### src/hw/rtl/sact_pkg.sv
`timescale 1ns / 1ps
`default_nettype none
package sact_pkg;
   localparam int SETS        = 64;
   localparam int WAYS        = 4;
   localparam int LINE_BYTES  = 64;
   localparam int ADDR_BITS   = 32;
   localparam int OFFSET_BITS = $clog2(LINE_BYTES);
   localparam int SET_BITS    = $clog2(SETS);
   localparam int WAY_BITS    = $clog2(WAYS);
   localparam int TAG_BITS    = 26;
   localparam int CNT_BITS    = 32;
   localparam int FUNC_BITS   = 2;
   localparam int QUEUE_DEPTH = 2;

   localparam logic [FUNC_BITS-1:0] FUNC_WRITE = 2'd1;
   localparam logic [CNT_BITS-1:0]  CNT_MAX    = '1;

   typedef logic [WAYS-1:0][WAY_BITS-1:0] order_type;
   typedef logic [WAYS-1:0][TAG_BITS-1:0] tags_type;

   typedef struct packed {
      logic [SET_BITS-1:0] set_idx;
      logic [TAG_BITS-1:0] tag;
      logic                is_write;
   } lookup_type;

   typedef struct packed {
      order_type       order;
      logic [WAYS-1:0] dirty;
      logic [WAYS-1:0] valid;
      tags_type        tags;
   } row_type;

   localparam int ROW_BITS = $bits(row_type);

   // Way w sits at recency position w; position 0 is most recent.
   function automatic order_type reset_order();
      order_type o;
      for (int i = 0; i < WAYS; i++) begin
         o[i] = WAY_BITS'(i);
      end
      return o;
   endfunction

   function automatic logic [CNT_BITS-1:0] sat_inc(input logic [CNT_BITS-1:0] c);
      return (c == CNT_MAX) ? c : c + CNT_BITS'(1);
   endfunction
endpackage
`default_nettype wire

### src/hw/rtl/sact_if.sv
`timescale 1ns / 1ps
`default_nettype none
interface sact_req_if;
   logic        valid;
   logic        ready;
   logic [31:0] address;
   logic [1:0]  func;
   modport source(output valid, output address, output func, input ready);
   modport sink(input valid, input address, input func, output ready);
endinterface

`default_nettype wire

### src/hw/rtl/sact_front.sv
`timescale 1ns / 1ps
`default_nettype none
module sact_front import sact_pkg::*; (
   input  wire logic       clock,
   input  wire logic       reset,
   sact_req_if.sink        req,
   output lookup_type     q_head,
   output logic           q_valid,
   input  wire logic       q_pop
);
   localparam int PTR_BITS = $clog2(QUEUE_DEPTH);

   lookup_type              entry_ff [QUEUE_DEPTH];
   logic [PTR_BITS-1:0]     wr_ptr_ff, wr_ptr_in;
   logic [PTR_BITS-1:0]     rd_ptr_ff, rd_ptr_in;
   logic [PTR_BITS:0]       count_ff, count_in;
   logic                    push;
   lookup_type              decoded;

   assign req.ready = (count_ff < (PTR_BITS+1)'(QUEUE_DEPTH));
   assign push      = req.valid && req.ready;
   assign q_valid   = (count_ff != '0);
   assign q_head    = entry_ff[rd_ptr_ff];

   // Split the address into set and tag; offset bits drop out.
   always_comb begin
      decoded.set_idx  = req.address[OFFSET_BITS +: SET_BITS];
      decoded.tag      = TAG_BITS'(req.address[ADDR_BITS-1:OFFSET_BITS+SET_BITS]);
      decoded.is_write = (req.func == FUNC_WRITE);
   end

   always_comb begin
      wr_ptr_in = push ? PTR_BITS'((32'(wr_ptr_ff) + 1) % QUEUE_DEPTH) : wr_ptr_ff;
      rd_ptr_in = q_pop ? PTR_BITS'((32'(rd_ptr_ff) + 1) % QUEUE_DEPTH) : rd_ptr_ff;
      count_in  = count_ff + (PTR_BITS+1)'(push) - (PTR_BITS+1)'(q_pop);
   end

   always_ff @(posedge clock) begin
      if (reset) begin
         wr_ptr_ff <= '0;
         rd_ptr_ff <= '0;
         count_ff  <= '0;
      end else begin
         wr_ptr_ff <= wr_ptr_in;
         rd_ptr_ff <= rd_ptr_in;
         count_ff  <= count_in;
      end
      if (push) begin
         entry_ff[wr_ptr_ff] <= decoded;
      end
   end
endmodule
`default_nettype wire

### src/flat_wrapper.sv
// flat-port wrapper written by rule: the top's interface ports become plain ports
module sact_front_flat import sact_pkg::*;
  (clock, reset, q_head, q_valid, q_pop, req_valid, req_address, req_func, req_ready);
  sact_req_if req_i ();
  input  wire logic clock;
  input  wire logic reset;
  output lookup_type q_head;
  output logic q_valid;
  input  wire logic q_pop;
  input wire logic [$bits(req_i.valid)-1:0] req_valid;
  input wire logic [$bits(req_i.address)-1:0] req_address;
  input wire logic [$bits(req_i.func)-1:0] req_func;
  output wire logic [$bits(req_i.ready)-1:0] req_ready;
  assign req_i.valid = req_valid;
  assign req_i.address = req_address;
  assign req_i.func = req_func;
  assign req_ready = req_i.ready;
  sact_front u_core (.clock(clock), .reset(reset), .req(req_i), .q_head(q_head), .q_valid(q_valid), .q_pop(q_pop));
endmodule
### config.mk
export PLATFORM = sky130hd
export DESIGN_NAME = sact_front_flat
export DESIGN_NICKNAME = d
export VERILOG_FILES = /design/src/hw/rtl/sact_pkg.sv /design/src/hw/rtl/sact_if.sv /design/src/hw/rtl/sact_front.sv /design/src/flat_wrapper.sv
export SDC_FILE = /design/constraint.sdc
export NUM_CORES = 1
export LEC_CHECK = 0
export BUFFER_PORTS_ARGS = -buffer_cell sky130_fd_sc_hd__buf_2
export CORE_AREA = 2 2 54 107
export CTS_CLUSTER_DIAMETER = 50
export DETAILED_ROUTE_END_ITERATION = 6
export DIE_AREA = 0 0 56 109
export PLACE_DENSITY = 0.73
export SYNTH_ARGS = -nofsm -noshare
export SYNTH_HDL_FRONTEND = slang
export SYNTH_SLANG_ARGS = --single-unit
### constraint.sdc
create_clock -name clock -period 2.4 [get_ports clock]
set_clock_uncertainty 0.1 [all_clocks]
set_input_delay 0.36 -clock clock [delete_from_list [all_inputs] [get_ports clock]]
set_output_delay 0.36 -clock clock [all_outputs]
set_load 0.05 [all_outputs]
Word level (Yosys, flattened, before mapping)
Memories as Yosys holds them, arrays and structs flattened. A register that Yosys moved wholly into a read port is not among the register bits.
Index checks and enable logic that the tools add are counted.
W data, S select, Z words.
{ "op_classes": {"eq_ne": 1, "n_lt_le_gt_ge": 1, "n_reduce_logical": 2, "add_sub_neg": 4, "mux": 4} }
{ "op_table": {"columns": ["cell", "count"], "rows": [
  ["$mux W1", 4],
  ["$add A1 B1 Y1 const B", 2],
  ["$add A2 B1 Y2", 1],
  ["$eq A2 B1 Y1 const B", 1],
  ["$lt A2 B2 Y1 const B", 1],
  ["$reduce_bool A2 Y1", 1],
  ["$sub A2 B1 Y2", 1],
  ["$logic_and A1 B1 Y1", 1]
]} }
{ "totals": {"ramBits": 54, "wordCells": 16, "output_inout_bits": 35, "mem_count": 1, "reg_bits": 4, "input_bits": 38} }
{ "mem_list": {"columns": ["name", "words", "width", "read_ports", "rd_clocked_by_memory_dff", "write_ports", "line", "text"], "rows": [
  ["u_core.entry_ff", 2, 27, 1, 1, 1, "sact_front.sv:13", "lookup_type entry_ff [QUEUE_DEPTH];"]
]} }

Depth between registers and ports, before layout
{ "depth": {"ltp_word": 4, "depth_mapped": 5, "ltp_nobuf": 5} }

Worst setup path after synthesis
No wires, ideal clock.
{ "synth_timing": {"kind": "register to register", "from": "reg u_core.count_ff[1]", "to": "mem u_core.entry_ff[0][0] in the netlist's numbering, enable pin", "arrival_time_ps": 1820, "path_slack_ps": 66, "path_stages_with_launch": 3, "n_path_buf": 0, "path_cell_list": "dfxtp_1 -> and2b_1 -> nor2b_1"} }
{ "synth_via": {"elab_chain_cells": 4} }
{ "synth_rtl": {"columns": ["item", "line", "text"], "rows": [
  ["start, declared", "sact_front.sv:16", "logic [PTR_BITS:0] count_ff, count_in;"],
  ["start signal, assigned", "sact_front.sv:46", "count_ff <= count_in;"],
  ["$lt A2 B2 Y1", "sact_front.sv:20", "assign req.ready = (count_ff < (PTR_BITS+1)'(QUEUE_DEPTH));"],
  ["$logic_and A1 B1 Y1", "sact_front.sv:21", "assign push = req.valid && req.ready;"],
  ["$mux W1", "sact_front.sv:48", "if (push) begin"],
  ["$mux W1 (not written as such)", "sact_front.sv:49", "entry_ff[wr_ptr_ff] <= decoded;"],
  ["end, declared", "sact_front.sv:13", null]
]} }
No other way between the ends.

==> run metrics <==
Seq cells post-synth=59; XOR/XNOR Fraction of Synth Area=0.0113; # DRC=0; CP endpoint kind=output port; clk slew on worst S/H paths=0.06 ns; post_cts resized=0; post-DP HPWL=2.46 mm; number of slew-limit violations in the final report=0; mux cell area share after synthesis=0.163; drt initial violations=24; port bufs=60; initial antenna violation count=0; Placeable Area=0.00533 sq mm; Placer Congestion=0.677; Hold/Removal Path Class=input port to register; Post-Place Setup Slack=0.596 ns; crit-path max FO=14; drt first pass iters=4; total clock sinks=59; grt ovf=0; total die area=0.00610 sq mm; Simple-Gate Fraction of Synth Area=0.0264; I/O Pins=73; layout cells sized above 1=0.534; routed len/inst=13.5 um; Overall Global Routing Usage=0.128; Layout area overhead=21.6%; crit path DAT=1.66 ns; width of the die=56 um; H-tree depth=3; clock share of power=0.259; most instantiated cells after synthesis=edfxtp_1, mux2_4, mux2_2; switching part of the total=0.312; Synth async-reset ratio=0; CTS tree=yes; Starting Density=0.436; Distinct cells, synth=20; ANT cells=0; Syn Std Cell Area=0.00232 sq mm; run status=complete, no violations; Yosys top cell area share=0.699; dominant cell type by area after synthesis=edfxtp_1; WL final=3.41 mm; Die Ht=109 um; Synth area leaders=edfxtp_1, mux2_4, dfxtp_1; hold buffers post-CTS=0; WP data required=1.94 ns; Setup Fix Bufs, Post-CTS=0; largest family of logic cells by synthesized area=multiplexers; Pint=1.81 mW; FP Rows=38; Reg power frac=0.490; final net count=227; Root Buffer=clkbuf_8; Fin Setup TNS=0 ns; Combinational Power Share=0.250; total power=2.63 mW; RSZ-0062 raised after global routing=false; first-pass GRT wire length=5.64 mm; Psw=0.823 mW; count of final setup violators=0; adder-cell share of the synthesized area=0.00539; Top FF cell, synth=edfxtp_1; Final Critical Period=2.12 ns; Peak Freq=471 MHz; final core area utilization=0.530; Syn Area/Cell=20.0 sq um; register area share after synthesis=0.742; MaxCap Viol Count=0; final worst slack=0.275 ns; vias in the first global route=1,224; worst-case clock buffer depth=2; total power divided by cell area=933 mW/mm^2; crit share post-route=0.885; Leakage=1.13 nW; critical path startpoint category=register; synth warn=0; Post-synth EDFFs=54; Worst VDD drop=0.575 mV; via count=1,176; final hold vios=0; Setup CP Type=register to output port; total CTS buffers=9; most numerous cell in the Yosys netlist=edfxtp_1; Fill cells=465; vias per std cell=4.65; largest net degree at the start of global routing=15; Mapped Cells=116; post-route ant nets=0; latest clock arrival within the worst-skew pair=0.32 ns; Compound-Gate Fraction of Synth Area=0.00539
-- critical path, cell delays in order, from the launching register on --
cell	delay (ns)
dfxtp_2	0.59
buf_12	0.23
mux2_4	0.31
buf_2	0.21
-- logic make-up (layout without fill, tap and decap cells) --
group,count (synthesis),in the layout
AND/OR/NAND/NOR,12,12
XOR/XNOR,3,3
adder cells (fa/ha/maj),1,1
buffers and inverters,11,83
AO/OA/AOI/OAI,2,2
multiplexers,27,27
other,1,6
flip-flops,59,59
-- power groups by stage --
| stage | Sequential (mW) | Clock, mW | Combinational, mW |
|---|---|---|---|
| 6_report | 1.29 | 0.683 | 0.659 |
| 5_1_grt | 1.30 | 0.764 | 0.700 |
| 4_1_cts | 1.29 | 0.718 | 0.668 |
| 3_5_place_dp | 1.31 | 0 | 0.666 |
| 3_3_place_gp | 1.31 | 0 | 0.658 |
| 2_1_floorplan | 1.30 | 0 | 0.548 |
-- registers in the layout, indices dropped and copies added (netlist names), named ones only --
register and count:
u_core.entry_ff 54, u_core.wr_ptr_ff 1, u_core.rd_ptr_ff 1, u_core.count_ff 2
-- stage by stage --
stage                     instance area (sq um)  hold WS (ns)  instances
after global routing                       2820        0.0985        253
after floorplan                            2340         0.332        121
final                                      2820         0.123        253
after detailed placement                   2670         0.373        237
after global placement                     2670         0.371        237
after CTS                                  2820        0.0991        253
-- layer usage --
metal / up-vias / global-route usage / part of all wire
met3: 6 / 0.0486 / 0.073
met4: 0 / 0.0969 / 0.026
met5: - / 0 / 0
met2: 54 / 0.208 / 0.51
met1: 544 / 0.132 / 0.39
li1: 572 / - / -
-- final cells by class --
class,instances,area [sq um],share of cell area
multi-input combinational,51,517,0.183
clock inverter,6,22.5,0.00798
clock buffer,10,128,0.0452
timing repair buffer,65,350,0.124
sequential,59,1720,0.610
inverter,2,7.51,0.00266
tap,60,75.1,0.0266
-- layout by cell type (no fill, tap or decap) --
| cell type | n |
|---|---|
| nor2b_2 | 1 |
| ha_1 | 1 |
| buf_4 | 4 |
| xnor2_1 | 2 |
| and2b_1 | 1 |
| o21ai_0 | 1 |
| edfxtp_1 | 54 |
| mux2_4 | 20 |
| dfxtp_2 | 1 |
| and2_1 | 1 |
| nand2b_1 | 1 |
| buf_12 | 1 |
| buf_2 | 60 |
| nand2_1 | 1 |
| inv_1 | 2 |
| clkbuf_8 | 9 |
| clkbuf_1 | 1 |
| nor2b_1 | 2 |
| conb_1 | 6 |
| o31ai_1 | 1 |
| xor2_1 | 1 |
| mux2_2 | 7 |
| nor2_1 | 5 |
| clkinv_1 | 6 |
| dfxtp_1 | 4 |
-- path summary, 6_finish.rpt --
check,from,to,slack [ns],cells past startpoint
max,register,q_head[16],0.28,3
min,req_address[11],u_core.entry_ff[1][26]$_DFFE_PP_,0.12,1
max reg2reg,u_core.count_ff[1]$_SDFF_PP0_,u_core.entry_ff[0][14]$_DFFE_PP_,0.97,3
min reg2reg,u_core.count_ff[1]$_SDFF_PP0_,u_core.count_ff[1]$_SDFF_PP0_,0.39,1
(Power assumes the default switching activity.)
